===== src/rtl/core/spn_pkg.sv =====
// Shared types and constants for the SVG path segment normalizer.
// Holds segment kinds, internal operation codes and the queue entry layouts.
// No dependencies.
package spn_pkg;

  localparam int unsigned ArgWidth = 32;
  localparam int unsigned NumSlots = 6;

  typedef enum logic [3:0] {
    FUNC_MOVE   = 4'd0,
    FUNC_LINE   = 4'd1,
    FUNC_HORIZ  = 4'd2,
    FUNC_VERT   = 4'd3,
    FUNC_CUBIC  = 4'd4,
    FUNC_SCUBIC = 4'd5,
    FUNC_QUAD   = 4'd6,
    FUNC_SQUAD  = 4'd7,
    FUNC_ARC    = 4'd8,
    FUNC_CLOSE  = 4'd9
  } func_e;

  typedef enum logic [2:0] {
    KIND_MOVE  = 3'd0,
    KIND_LINE  = 3'd1,
    KIND_QUAD  = 3'd2,
    KIND_CUBIC = 3'd3,
    KIND_ARC   = 3'd4,
    KIND_CLOSE = 3'd5
  } kind_e;

  typedef enum logic [2:0] {
    OP_MOVE,
    OP_LINE,
    OP_CUBIC,
    OP_SCUBIC,
    OP_QUAD,
    OP_SQUAD,
    OP_ARC,
    OP_CLOSE
  } op_e;

  typedef logic signed [ArgWidth-1:0] arg_t;

  // Classified segment. Slots at even positions are x, at odd positions y.
  typedef struct packed {
    op_e                    op;
    logic                   rel;
    logic [NumSlots-1:0]    used;
    arg_t [NumSlots-1:0]    slot;
    logic                   large_arc;
    logic                   sweep;
  } seg_t;

  // Result entry; pt holds p1_x, p1_y, p2_x, p2_y, p3_x, p3_y in that order.
  typedef struct packed {
    kind_e                  kind;
    arg_t [NumSlots-1:0]    pt;
    logic                   large_arc;
    logic                   sweep;
    logic                   saturated;
  } res_t;

endpackage


===== src/rtl/core/spn_fifo.sv =====
// Small synchronous queue built from flip-flops.
// Used between the front and back parts and on the result side.
// No package dependencies.
module spn_fifo #(
  parameter int unsigned Width = 8,
  parameter int unsigned Depth = 2
) (
  input  logic             clk_i,
  input  logic             rst_ni,
  input  logic             push_i,
  input  logic [Width-1:0] wdata_i,
  output logic             full_o,
  input  logic             pop_i,
  output logic [Width-1:0] rdata_o,
  output logic             empty_o
);

  localparam int unsigned AddrWidth = (Depth > 1) ? $clog2(Depth) : 1;
  localparam int unsigned CntWidth  = $clog2(Depth + 1);

  logic [Width-1:0]     mem_q [Depth];
  logic [AddrWidth-1:0] wr_ptr_q, rd_ptr_q;
  logic [CntWidth-1:0]  cnt_q;
  logic                 push_en, pop_en;

  assign full_o  = (cnt_q == CntWidth'(Depth));
  assign empty_o = (cnt_q == '0);
  assign push_en = push_i & ~full_o;
  assign pop_en  = pop_i & ~empty_o;
  assign rdata_o = mem_q[rd_ptr_q];

  always_ff @(posedge clk_i or negedge rst_ni) begin
    if (!rst_ni) begin
      wr_ptr_q <= '0;
      rd_ptr_q <= '0;
      cnt_q    <= '0;
    end else begin
      if (push_en) begin
        wr_ptr_q <= (wr_ptr_q == AddrWidth'(Depth - 1)) ? '0 : wr_ptr_q + 1'b1;
      end
      if (pop_en) begin
        rd_ptr_q <= (rd_ptr_q == AddrWidth'(Depth - 1)) ? '0 : rd_ptr_q + 1'b1;
      end
      if (push_en && !pop_en) begin
        cnt_q <= cnt_q + 1'b1;
      end else if (!push_en && pop_en) begin
        cnt_q <= cnt_q - 1'b1;
      end
    end
  end

  always_ff @(posedge clk_i) begin
    if (push_en) begin
      mem_q[wr_ptr_q] <= wdata_i;
    end
  end

endmodule


===== src/rtl/core/spn_front.sv =====
// Front part: accepts path segments and classifies them into operations.
// Routes the numbers of each segment kind into coordinate slots.
// Depends on spn_pkg.
module spn_front (
  input  logic                                   push_i,
  output logic                                   full_o,
  input  logic [3:0]                             func_i,
  input  logic                                   relative_i,
  input  spn_pkg::arg_t [spn_pkg::NumSlots-1:0]  arg_i,
  input  logic                                   large_arc_i,
  input  logic                                   sweep_i,
  input  logic                                   q_full_i,
  output logic                                   q_push_o,
  output spn_pkg::seg_t                          seg_o
);

  logic known;

  assign full_o   = q_full_i;
  assign q_push_o = push_i & ~q_full_i & known;

  always_comb begin
    known           = 1'b1;
    seg_o           = '0;
    seg_o.op        = spn_pkg::OP_CLOSE;
    seg_o.rel       = relative_i;
    seg_o.slot      = arg_i;
    seg_o.large_arc = large_arc_i;
    seg_o.sweep     = sweep_i;
    unique case (spn_pkg::func_e'(func_i))
      spn_pkg::FUNC_MOVE: begin
        seg_o.op   = spn_pkg::OP_MOVE;
        seg_o.used = 6'b000011;
      end
      spn_pkg::FUNC_LINE: begin
        seg_o.op   = spn_pkg::OP_LINE;
        seg_o.used = 6'b000011;
      end
      spn_pkg::FUNC_HORIZ: begin
        seg_o.op   = spn_pkg::OP_LINE;
        seg_o.used = 6'b000001;
      end
      spn_pkg::FUNC_VERT: begin
        seg_o.op      = spn_pkg::OP_LINE;
        seg_o.slot[1] = arg_i[0];
        seg_o.used    = 6'b000010;
      end
      spn_pkg::FUNC_CUBIC: begin
        seg_o.op   = spn_pkg::OP_CUBIC;
        seg_o.used = 6'b111111;
      end
      spn_pkg::FUNC_SCUBIC: begin
        seg_o.op      = spn_pkg::OP_SCUBIC;
        seg_o.slot[2] = arg_i[0];
        seg_o.slot[3] = arg_i[1];
        seg_o.slot[4] = arg_i[2];
        seg_o.slot[5] = arg_i[3];
        seg_o.used    = 6'b111100;
      end
      spn_pkg::FUNC_QUAD: begin
        seg_o.op   = spn_pkg::OP_QUAD;
        seg_o.used = 6'b001111;
      end
      spn_pkg::FUNC_SQUAD: begin
        seg_o.op      = spn_pkg::OP_SQUAD;
        seg_o.slot[2] = arg_i[0];
        seg_o.slot[3] = arg_i[1];
        seg_o.used    = 6'b001100;
      end
      spn_pkg::FUNC_ARC: begin
        // An arc with a zero radius is drawn as a straight line.
        seg_o.op      = ((arg_i[0] == '0) || (arg_i[1] == '0)) ? spn_pkg::OP_LINE
                                                               : spn_pkg::OP_ARC;
        seg_o.slot[0] = arg_i[3];
        seg_o.slot[1] = arg_i[4];
        seg_o.slot[2] = arg_i[0];
        seg_o.slot[3] = arg_i[1];
        seg_o.slot[4] = arg_i[2];
        seg_o.used    = 6'b000011;
      end
      spn_pkg::FUNC_CLOSE: begin
        seg_o.op = spn_pkg::OP_CLOSE;
      end
      default: begin
        known = 1'b0;
      end
    endcase
  end

endmodule


===== src/rtl/core/spn_back.sv =====
// Back part: carries out classified segments against the path state.
// Holds the current point, subpath start and control point; saturating math.
// Depends on spn_pkg.
module spn_back #(
  parameter int unsigned COORD_WIDTH = 32
) (
  input  logic          clk_i,
  input  logic          rst_ni,
  input  spn_pkg::seg_t seg_i,
  input  logic          seg_valid_i,
  output logic          seg_pop_o,
  input  logic          res_full_i,
  output logic          res_push_o,
  output spn_pkg::res_t res_o
);

  localparam int unsigned AW = spn_pkg::ArgWidth;
  localparam int unsigned NS = spn_pkg::NumSlots;
  localparam int unsigned WW = ((COORD_WIDTH > AW) ? COORD_WIDTH : AW) + 2;

  typedef logic signed [COORD_WIDTH-1:0] coord_t;
  typedef logic signed [WW-1:0]          wide_t;

  function automatic wide_t ext_c(coord_t v);
    return {{(WW - COORD_WIDTH){v[COORD_WIDTH-1]}}, v};
  endfunction

  function automatic wide_t ext_a(spn_pkg::arg_t v);
    return {{(WW - AW){v[AW-1]}}, v};
  endfunction

  function automatic logic fits(wide_t w);
    return (&w[WW-1:COORD_WIDTH-1]) | ~(|w[WW-1:COORD_WIDTH-1]);
  endfunction

  function automatic coord_t clip_val(wide_t w);
    coord_t r;
    if (fits(w)) begin
      r = w[COORD_WIDTH-1:0];
    end else if (w[WW-1]) begin
      r = {1'b1, {(COORD_WIDTH - 1){1'b0}}};
    end else begin
      r = {1'b0, {(COORD_WIDTH - 1){1'b1}}};
    end
    return r;
  endfunction

  function automatic spn_pkg::arg_t to32(coord_t v);
    wide_t w;
    w = ext_c(v);
    return w[AW-1:0];
  endfunction

  coord_t cur_x_q, cur_y_q, start_x_q, start_y_q, ctrl_x_q, ctrl_y_q;
  coord_t cur_x_d, cur_y_d, start_x_d, start_y_d, ctrl_x_d, ctrl_y_d;
  logic   ctrl_valid_q, subpath_open_q, need_move_q;
  logic   ctrl_valid_d, subpath_open_d, need_move_d;

  wide_t  dwx, dwy, rwx, rwy;
  coord_t dx, dy, refl_x, refl_y, bx, by, px0, py0;
  logic   refl_sat;
  wide_t  abs_w [NS];
  coord_t abs_v [NS];
  logic [NS-1:0] slot_sat;
  logic   go;

  assign go         = seg_valid_i & ~res_full_i;
  assign seg_pop_o  = go;
  assign res_push_o = go;

  // Reflection of the stored control point about the current point.
  assign dwx    = ext_c(cur_x_q) - ext_c(ctrl_x_q);
  assign dwy    = ext_c(cur_y_q) - ext_c(ctrl_y_q);
  assign dx     = clip_val(dwx);
  assign dy     = clip_val(dwy);
  assign rwx    = ext_c(cur_x_q) + ext_c(dx);
  assign rwy    = ext_c(cur_y_q) + ext_c(dy);
  assign refl_x = clip_val(rwx);
  assign refl_y = clip_val(rwy);
  assign refl_sat = ~fits(dwx) | ~fits(dwy) | ~fits(rwx) | ~fits(rwy);
  assign bx     = ctrl_valid_q ? refl_x : cur_x_q;
  assign by     = ctrl_valid_q ? refl_y : cur_y_q;

  always_comb begin
    for (int k = 0; k < NS; k++) begin
      if (seg_i.rel) begin
        abs_w[k] = ext_c((k % 2 != 0) ? cur_y_q : cur_x_q) + ext_a(seg_i.slot[k]);
      end else begin
        abs_w[k] = ext_a(seg_i.slot[k]);
      end
      abs_v[k]    = clip_val(abs_w[k]);
      slot_sat[k] = seg_i.used[k] & ~fits(abs_w[k]);
    end
  end

  assign px0 = seg_i.used[0] ? abs_v[0] : cur_x_q;
  assign py0 = seg_i.used[1] ? abs_v[1] : cur_y_q;

  always_comb begin
    cur_x_d        = cur_x_q;
    cur_y_d        = cur_y_q;
    start_x_d      = start_x_q;
    start_y_d      = start_y_q;
    ctrl_x_d       = ctrl_x_q;
    ctrl_y_d       = ctrl_y_q;
    ctrl_valid_d   = ctrl_valid_q;
    subpath_open_d = subpath_open_q;
    need_move_d    = (seg_i.op == spn_pkg::OP_CLOSE);
    res_o           = '0;
    res_o.kind      = spn_pkg::KIND_CLOSE;
    res_o.saturated = (ctrl_valid_q & refl_sat) | (|slot_sat);
    unique case (seg_i.op)
      spn_pkg::OP_MOVE: begin
        res_o.kind     = spn_pkg::KIND_MOVE;
        res_o.pt[0]    = to32(px0);
        res_o.pt[1]    = to32(py0);
        cur_x_d        = px0;
        cur_y_d        = py0;
        start_x_d      = px0;
        start_y_d      = py0;
        subpath_open_d = 1'b1;
        ctrl_valid_d   = 1'b0;
      end
      spn_pkg::OP_LINE: begin
        res_o.kind   = need_move_q ? spn_pkg::KIND_MOVE : spn_pkg::KIND_LINE;
        res_o.pt[0]  = to32(px0);
        res_o.pt[1]  = to32(py0);
        cur_x_d      = px0;
        cur_y_d      = py0;
        ctrl_valid_d = 1'b0;
      end
      spn_pkg::OP_CUBIC, spn_pkg::OP_SCUBIC: begin
        res_o.kind   = spn_pkg::KIND_CUBIC;
        res_o.pt[0]  = (seg_i.op == spn_pkg::OP_SCUBIC) ? to32(bx) : to32(abs_v[0]);
        res_o.pt[1]  = (seg_i.op == spn_pkg::OP_SCUBIC) ? to32(by) : to32(abs_v[1]);
        res_o.pt[2]  = to32(abs_v[2]);
        res_o.pt[3]  = to32(abs_v[3]);
        res_o.pt[4]  = to32(abs_v[4]);
        res_o.pt[5]  = to32(abs_v[5]);
        ctrl_x_d     = abs_v[2];
        ctrl_y_d     = abs_v[3];
        cur_x_d      = abs_v[4];
        cur_y_d      = abs_v[5];
        ctrl_valid_d = 1'b1;
      end
      spn_pkg::OP_QUAD, spn_pkg::OP_SQUAD: begin
        res_o.kind   = spn_pkg::KIND_QUAD;
        ctrl_x_d     = (seg_i.op == spn_pkg::OP_SQUAD) ? bx : abs_v[0];
        ctrl_y_d     = (seg_i.op == spn_pkg::OP_SQUAD) ? by : abs_v[1];
        res_o.pt[0]  = to32(ctrl_x_d);
        res_o.pt[1]  = to32(ctrl_y_d);
        res_o.pt[2]  = to32(abs_v[2]);
        res_o.pt[3]  = to32(abs_v[3]);
        cur_x_d      = abs_v[2];
        cur_y_d      = abs_v[3];
        ctrl_valid_d = 1'b1;
      end
      spn_pkg::OP_ARC: begin
        res_o.kind      = spn_pkg::KIND_ARC;
        res_o.pt[0]     = seg_i.slot[2];
        res_o.pt[1]     = seg_i.slot[3];
        res_o.pt[2]     = to32(abs_v[0]);
        res_o.pt[3]     = to32(abs_v[1]);
        res_o.pt[4]     = seg_i.slot[4];
        res_o.large_arc = seg_i.large_arc;
        res_o.sweep     = seg_i.sweep;
        cur_x_d         = abs_v[0];
        cur_y_d         = abs_v[1];
        ctrl_valid_d    = 1'b0;
      end
      spn_pkg::OP_CLOSE: begin
        res_o.kind = spn_pkg::KIND_CLOSE;
        if (subpath_open_q) begin
          cur_x_d        = start_x_q;
          cur_y_d        = start_y_q;
          subpath_open_d = 1'b0;
        end
      end
      default: begin
        res_o.kind = spn_pkg::KIND_CLOSE;
      end
    endcase
  end

  always_ff @(posedge clk_i or negedge rst_ni) begin
    if (!rst_ni) begin
      cur_x_q        <= '0;
      cur_y_q        <= '0;
      start_x_q      <= '0;
      start_y_q      <= '0;
      ctrl_x_q       <= '0;
      ctrl_y_q       <= '0;
      ctrl_valid_q   <= 1'b0;
      subpath_open_q <= 1'b0;
      need_move_q    <= 1'b1;
    end else if (go) begin
      cur_x_q        <= cur_x_d;
      cur_y_q        <= cur_y_d;
      start_x_q      <= start_x_d;
      start_y_q      <= start_y_d;
      ctrl_x_q       <= ctrl_x_d;
      ctrl_y_q       <= ctrl_y_d;
      ctrl_valid_q   <= ctrl_valid_d;
      subpath_open_q <= subpath_open_d;
      need_move_q    <= need_move_d;
    end
  end

endmodule


===== src/rtl/core/svg_path_segment_normalizer_core.sv =====
// Top level of the SVG path segment normalizer; needs spn_pkg, spn_front,
// spn_fifo and spn_back. An accepted segment passes the segment queue, the
// back part and the result queue, from which it is popped; one segment per
// cycle is sustained while the result queue is not full. Unknown kinds are
// taken and dropped. Reset empties both queues, clears the path state and
// sets the pending-move flag.
module svg_path_segment_normalizer_core #(
  parameter int unsigned COORD_WIDTH = 32
) (
  input  logic               clk_i,
  input  logic               rst_ni,
  input  logic               push,
  output logic               full,
  input  logic [3:0]         func_i,
  input  logic               relative_i,
  input  logic signed [31:0] arg0_i,
  input  logic signed [31:0] arg1_i,
  input  logic signed [31:0] arg2_i,
  input  logic signed [31:0] arg3_i,
  input  logic signed [31:0] arg4_i,
  input  logic signed [31:0] arg5_i,
  input  logic               large_arc_i,
  input  logic               sweep_i,
  output logic               empty,
  input  logic               pop,
  output logic [2:0]         out_kind_o,
  output logic signed [31:0] p1_x_o,
  output logic signed [31:0] p1_y_o,
  output logic signed [31:0] p2_x_o,
  output logic signed [31:0] p2_y_o,
  output logic signed [31:0] p3_x_o,
  output logic signed [31:0] p3_y_o,
  output logic               out_large_arc_o,
  output logic               out_sweep_o,
  output logic               saturated_o
);

  localparam int unsigned SegWidth = $bits(spn_pkg::seg_t);
  localparam int unsigned ResWidth = $bits(spn_pkg::res_t);

  spn_pkg::arg_t [spn_pkg::NumSlots-1:0] args;
  spn_pkg::seg_t seg_in, seg_out;
  spn_pkg::res_t res_in, res_out;
  logic          seg_push, seg_full, seg_empty, seg_pop;
  logic          res_push, res_full;

  assign args = {arg5_i, arg4_i, arg3_i, arg2_i, arg1_i, arg0_i};

  spn_front u_front (
    .push_i      (push),
    .full_o      (full),
    .func_i      (func_i),
    .relative_i  (relative_i),
    .arg_i       (args),
    .large_arc_i (large_arc_i),
    .sweep_i     (sweep_i),
    .q_full_i    (seg_full),
    .q_push_o    (seg_push),
    .seg_o       (seg_in)
  );

  spn_fifo #(
    .Width (SegWidth),
    .Depth (2)
  ) u_seg_q (
    .clk_i   (clk_i),
    .rst_ni  (rst_ni),
    .push_i  (seg_push),
    .wdata_i (seg_in),
    .full_o  (seg_full),
    .pop_i   (seg_pop),
    .rdata_o (seg_out),
    .empty_o (seg_empty)
  );

  spn_back #(
    .COORD_WIDTH (COORD_WIDTH)
  ) u_back (
    .clk_i       (clk_i),
    .rst_ni      (rst_ni),
    .seg_i       (seg_out),
    .seg_valid_i (~seg_empty),
    .seg_pop_o   (seg_pop),
    .res_full_i  (res_full),
    .res_push_o  (res_push),
    .res_o       (res_in)
  );

  spn_fifo #(
    .Width (ResWidth),
    .Depth (2)
  ) u_res_q (
    .clk_i   (clk_i),
    .rst_ni  (rst_ni),
    .push_i  (res_push),
    .wdata_i (res_in),
    .full_o  (res_full),
    .pop_i   (pop),
    .rdata_o (res_out),
    .empty_o (empty)
  );

  assign out_kind_o      = res_out.kind;
  assign p1_x_o          = res_out.pt[0];
  assign p1_y_o          = res_out.pt[1];
  assign p2_x_o          = res_out.pt[2];
  assign p2_y_o          = res_out.pt[3];
  assign p3_x_o          = res_out.pt[4];
  assign p3_y_o          = res_out.pt[5];
  assign out_large_arc_o = res_out.large_arc;
  assign out_sweep_o     = res_out.sweep;
  assign saturated_o     = res_out.saturated;

endmodule


===== config.mk =====
export PLATFORM = sky130hd
export DESIGN_NAME = svg_path_segment_normalizer_core
export DESIGN_NICKNAME = d
export VERILOG_FILES = /design/src/rtl/core/spn_pkg.sv /design/src/rtl/core/spn_fifo.sv /design/src/rtl/core/spn_front.sv /design/src/rtl/core/spn_back.sv /design/src/rtl/core/svg_path_segment_normalizer_core.sv
export SDC_FILE = /design/constraint.sdc
export NUM_CORES = 2
export LEC_CHECK = 0
export BUFFER_PORTS_ARGS = -buffer_cell sky130_fd_sc_hd__buf_4
export CORE_ASPECT_RATIO = 1.1
export CORE_UTILIZATION = 35
export CTS_BUF_LIST = sky130_fd_sc_hd__clkbuf_4
export DETAILED_ROUTE_END_ITERATION = 8
export GPL_TIMING_DRIVEN = 0
export SLEW_MARGIN = 20
export SYNTH_ARGS = -nofsm -noshare
export SYNTH_HDL_FRONTEND = slang
export SYNTH_HIERARCHICAL = 1
export SYNTH_SLANG_ARGS = --single-unit
export TNS_END_PERCENT = 10

===== constraint.sdc =====
create_clock -name clk_i -period 10.4 [get_ports clk_i]
set_input_delay 0.52 -clock clk_i [delete_from_list [all_inputs] [get_ports clk_i]]
set_output_delay 0.52 -clock clk_i [all_outputs]
set_load 0.01 [all_outputs]

# Yosys cells after proc, flatten, opt, wreduce, memory -nomap -nowiden
# Memories as Yosys holds them, arrays and structs flattened.
# Index checks and enable logic that the tools add are counted.
word_totals:
  mem_bits_ro: 0
  mem_bits_rw: 804
  reg_bits: 203
  n_memories: 2
  in_bits: 203
  out_inout_bits: 200
  latch_bits: 0
  wordCells: 232
op_classes:
  add_sub_neg: 18
  bitwise: 52
  reduce_logical: 56
  muxes: 70
  shift: 0
  order_cmp: 0
  mul: 0
  eq_ne: 19
  div_mod_pow: 0
memory_table:
  columns: ["memory", "depth", "width", "rd", "rd_clocked_by_memory_dff", "wr", "line_no", "source"]
  rows:
  - ["u_seg_q.mem_q", 2, 204, 1, 0, 1, "spn_fifo.sv:21", "logic [Width-1:0] mem_q [Depth];"]
  - ["u_res_q.mem_q", 2, 198, 1, 0, 1, "spn_fifo.sv:21", null]
ops:
  columns: ["op", "count"]
  rows:
  - ["two-way mux 32 bit", 34]
  - ["case mux 32 bit (5 select lines)", 2]
  - ["adder 32 x 32 -> 33 bit", 8]
  - ["case mux 32 bit (2 select lines)", 4]
  - ["case mux 64 bit (4 select lines)", 1]
  - ["two-way mux 34 bit", 6]
  - ["case mux 64 bit (2 select lines)", 1]
  - ["subtractor 32 x 32 -> 33 bit", 2]
  - ["zero test 32 bit", 2]
  - ["two-way mux 64 bit", 1]
  - ["case mux 6 bit (7 select lines)", 1]
  - ["OR reduction 3 bit", 14]
  - ["AND reduction 3 bit", 10]
  - ["inverter 1 bit", 24]
  - ["case mux 3 bit (7 select lines)", 1]
  - ["case mux 3 bit (6 select lines)", 1]
  - ["equality test 4 x 3 -> 1 bit (second input constant)", 4]
  - ["AND 1 bit", 14]
  - ["OR 1 bit", 14]
  - ["equality test 3 bit (second input constant)", 4]
  - ["two-way mux 1 bit", 10]
  - ["two-way mux 2 bit", 5]
  - ["AND reduction 2 bit", 5]
  - ["nonzero test 2 bit", 5]
  - ["22 further kinds", 42]

# Longest topological paths before layout
logic_depth:
  ltp_word: 14
  mapped_depth: 31
  depth_no_buf: 28

# By module
# Netlist, hierarchy kept.
by_module_without_submodules:
  columns: ["module", "n_inst", "cells_per_inst", "area_each_um2", "seq_area_each_um2"]
  rows:
  - ["spn_back", 1, 4986, 35703.0, 4880.9]
  - ["spn_fifo at u_seg_q", 1, 654, 15536.2, 12351.8]
  - ["spn_fifo at u_res_q", 1, 635, 14890.5, 11991.5]
  - ["spn_front", 1, 341, 2791.4, 0.0]
  - ["svg_path_segment_normalizer_core", 1, 1, 3.8, 0.0]

# Worst setup path before layout
# Ideal clock, no wire load.
synth_path:
  path_type: "input -> register"
  startpoint: "input port func_i[1]"
  endpoint: "memory u_seg_q/mem_q[0][0] in the netlist's numbering, enable pin"
  required_ns: 9.629
  slack_ns: 0.091
  path_buffers: 1
  t_arrival_ns: 9.538
  setup_time_ns: 0.771
  stages: 5
  path_cell_list: "buf_2 -> o21ai_0 -> and3b_1 -> nand2_1 -> nor2_1"
synth_between:
  elab_chain_len: 7
  word_cells_on_any_way: 16
  cone_classes: "eq/ne: 9; mux: 3; bitwise: 2; reduce/logical: 2"
synth_rtl:
  columns: ["element", "line_no", "source"]
  rows:
  - ["start, declared", "svg_path_segment_normalizer_core.sv:14", "input logic [3:0] func_i,"]
  - ["equality test 4 bit (tied with other cells)", "spn_front.sv:30", "unique case (spn_pkg::func_e'(func_i))"]
  - ["OR reduction 10 bit (no source line) (*)", null, null]
  - ["two-way mux 1 bit (*)", "spn_front.sv:30", null]
  - ["AND 1 bit (*)", "spn_front.sv:20", "assign q_push_o = push_i & ~q_full_i & known;"]
  - ["net seg_push", "svg_path_segment_normalizer_core.sv:44", "logic seg_push, seg_full, seg_empty, seg_pop;"]
  - ["AND 1 bit (*)", "spn_fifo.sv:28", "assign push_en = push_i & ~full_o;"]
  - ["two-way mux 1 bit (*)", "spn_fifo.sv:53", "if (push_en) begin"]
  - ["two-way mux 1 bit (implied by the code) (*)", "spn_fifo.sv:54", "mem_q[wr_ptr_q] <= wdata_i;"]
  - ["end, declared", "spn_fifo.sv:21", null]
# The timed path passes the listed nets; every way through them passes the cells marked *.

==> results.cfg <==
[layout]
layout-drive-gt1-share_pct = 22.59
regArea_um2 = 29230
multiInputGateArea_um2 = 37280
fin_area_um2 = 83690
fillCellCount = 18923
area.growth.synth_to_final_pct = 21.42
stdcell_count = 10537
fin_nets = 8272

[sta]
tightest_slew_ns = 1.418
fmax_ghz = 0.09444
relSlewSlack_pct = 5.035
fin_ws_ns = -0.1886
hold_violations = 0
fin_crit_ns = 10.59
whs_ns = 0.1352
setup_tns_ns = -0.9433
finalCritPeriodShare_pct = 101.8
skew_ns = 0.1874
setup_viol = 8
drv_slew = 0
rsz0062_at_grt = true

[critical_path]
reg2reg_to = u_res_q/mem_q[1][17]
reg2reg_slack_ns = -0.19
worstSetupPathType = reg2reg
reg2reg_depth = 26
cp_max_fo = 10
crit_path_top_delay_cell = dfrtp_1
r2r-start = u_back/cur_x_q[7]
cpPeakStageDelay_ns = 1.06
cp.arrival_ns = 11.55
start_kind = flop
crit_required_ns = 11.37
worstSetupEndpointType = flop

[floorplan]
core_um2 = 195300
start_util_pct = 35.30
dieArea_um2 = 198700
die_h_um = 467.4
die_width_um = 425.1
io-pin-count = 403
fp-row-count = 170

[placed_design]
numPortBuffers = 399
place.gp.congestion = 1.106
place_area_um2 = 76140
dp.final_hpwl_um = 324400
placed_cells = 9634

[clock_tree]
htree_levels = 5
clockBufferDepth = 4
clock_latency_ns = 1.46
numCtsBuffers = 293
clkTransAtPathRegs_ns = 0.07
cts_tree = built
cts.sinks = 1007
cts-root-buf = clkbuf_4

[yosys]
synth_nets = 7152
yosysTopAreaCell = edfxtp_1
synthTopCellsByCount = edfxtp_1 (804), nand2_1 (545), a21oi_1 (531)
synth_edf_count = 804
post_synth.cell_area_avg_um2 = 10.42
synthArstFlopShare_pct = 20.16
synth_area_um2 = 68920
ys_ff_latch = 1007
synth.yosys.seq_area_share_pct = 42.40
synthTopCellsByArea = edfxtp_1 (35%), dfrtp_1 (7.3%), ha_1 (5.8%)
synth_cell_types = 123
synth_most_common_cell = edfxtp_1
synth_ff_type = edfxtp_1
yosysWarningCount = 6
syn_inst = 6617
synth_top_area_share_pct = 35.03

[worst_hold_path]
min_to = u_seg_q/mem_q[0][72]
hold_path.class = in2reg
worstHoldStart = arg2_i[6]
holdPathStages = 3

[run_status]
violations = setup timing
status = finished with violations

[global_route]
grt_max_degree = 82
grt_overflow_total = 0
grt.total_usage_pct = 40.55
antenna_found_initial = 30
grt_pass1_wl_um = 546400
grt_pass1_vias = 64057

[routing]
vias_per_cell = 6.336
antenna_left = 0
drt_iter0_markers = 8890
route.detailed.drc = 0
wire_per_inst_um = 39.34
vias = 66763
totalWireLength_um = 414500
firstDrtPassIters = 8

[job]
drv_cap = 0
routing by layer:
metal / part of all wire [%] / up-vias / global-route usage, %
met1: 40 / 33168 / 51.65
met2: 42 / 4510 / 59.84
met5: 0.027 / - / 0
met3: 9.7 / 1200 / 10.32
li1: - / 27869 / -
met4: 8.1 / 16 / 28.42
per-stage QoR:
| step | utilization (%) | setup slack, ns |
|---|---|---|
| 2_1_floorplan | - | 0.09069 |
| 4_1_cts | 42.77 | 0.05302 |
| 3_5_place_dp | 38.99 | -0.6352 |
| 5_1_grt | 42.82 | -0.09559 |
| 6_report | 42.86 | -0.1886 |
| 3_3_place_gp | 38.49 | -6.173 |
final cells by class:
type                            instances  share of cell area (%)
Clock inverter                         67                  0.4096
Clock buffer                          416                   3.732
Buffer                                384                   2.301
Multi-Input combinational cell       5026                   44.55
Sequential cell                      1007                   34.93
Tap cell                             2580                   3.857
Timing Repair Buffer                  825                   9.226
Antenna cell                           32                 0.09568
Inverter                              200                  0.8970
layout by cell type, fill, tap and decap left out, types with 40 or more instances in the layout:
cell,n
a31oi_1,100
nand3_1,112
inv_1,194
clkbuf_1,197
nand4_1,51
a21oi_1,529
xnor2_1,173
mux2_2,343
buf_4,416
clkinv_1,52
ha_1,322
dfrtp_1,195
o21bai_1,48
a211oi_1,92
o211ai_1,118
o21a_1,80
o22ai_1,81
a22oi_1,74
nand2_1,545
and3_1,42
buf_2,72
buf_6,40
clkbuf_2,45
nor2_1,412
clkbuf_4,416
a21o_1,168
edfxtp_1,804
o21ai_0,417
mux2i_1,61
o221ai_1,53
nor3_1,96
xor2_1,113
mux2_4,252
dlygate4sd3_1,385
flip-flops by register name, summed over array words and instances, names as in the netlist:
signal / count
u_back/need_move_q: 1
u_seg_q/wr_ptr_q: 1
u_seg_q/cnt_q: 2
u_seg_q/rd_ptr_q: 1
u_seg_q/mem_q: 408
u_back/start_x_q: 32
u_res_q/mem_q: 396
u_back/ctrl_x_q: 32
u_back/start_y_q: 32
u_res_q/wr_ptr_q: 1
u_back/cur_x_q: 32
u_back/ctrl_y_q: 32
u_back/subpath_open_q: 1
u_res_q/rd_ptr_q: 1
u_back/cur_y_q: 32
u_res_q/cnt_q: 2
u_back/ctrl_valid_q: 1
critical path, delay by kind of cell, from the launching register on:
family / cells / cell delay (ns)
AO/OA/AOI/OAI: 14 / 5.31
AND/OR/NAND/NOR: 6 / 1.34
flip-flops: 1 / 1.06
buffers and inverters: 2 / 0.81
XOR/XNOR: 2 / 0.80
adder cells (fa/ha/maj): 2 / 0.75
repair_timing:
| action | 4_1_cts | 5_1_grt |
|---|---|---|
| gates resized for setup | 7 | 17 |
| hold endpoints to repair | 666 | 0 |
| setup buffers | 0 | 0 |
| hold buffers | 386 | 0 |
| setup endpoints to repair | 24 | 47 |
how the worst max path moves through the flow:
stage                           start                    end  cells past startpoint
finish              u_back/cur_x_q[7]   u_res_q/mem_q[1][17]                     26
detailed placement  u_back/cur_x_q[1]    u_res_q/mem_q[1][6]                     27
CTS                 u_back/cur_x_q[7]   u_res_q/mem_q[1][16]                     27
global route        u_back/cur_x_q[7]   u_res_q/mem_q[0][17]                     26
global placement     u_seg_q/cnt_q[0]  u_res_q/mem_q[0][150]                      6
floorplan                   func_i[1]    u_seg_q/mem_q[0][0]                      5
cells by family after synthesis:
group	after synthesis	synth area share [%]
adder cells (fa/ha/maj)	352	6.426
AND/OR/NAND/NOR	1511	10.02
AO/OA/AOI/OAI	2215	21.62
XOR/XNOR	288	3.671
buffers and inverters	584	3.790
multiplexers	660	12.08
flip-flops	1007	42.40
Power is left out: the tool's default activity adds up to more than one toggle a clock period on the data nets, which glitch-free logic cannot reach.
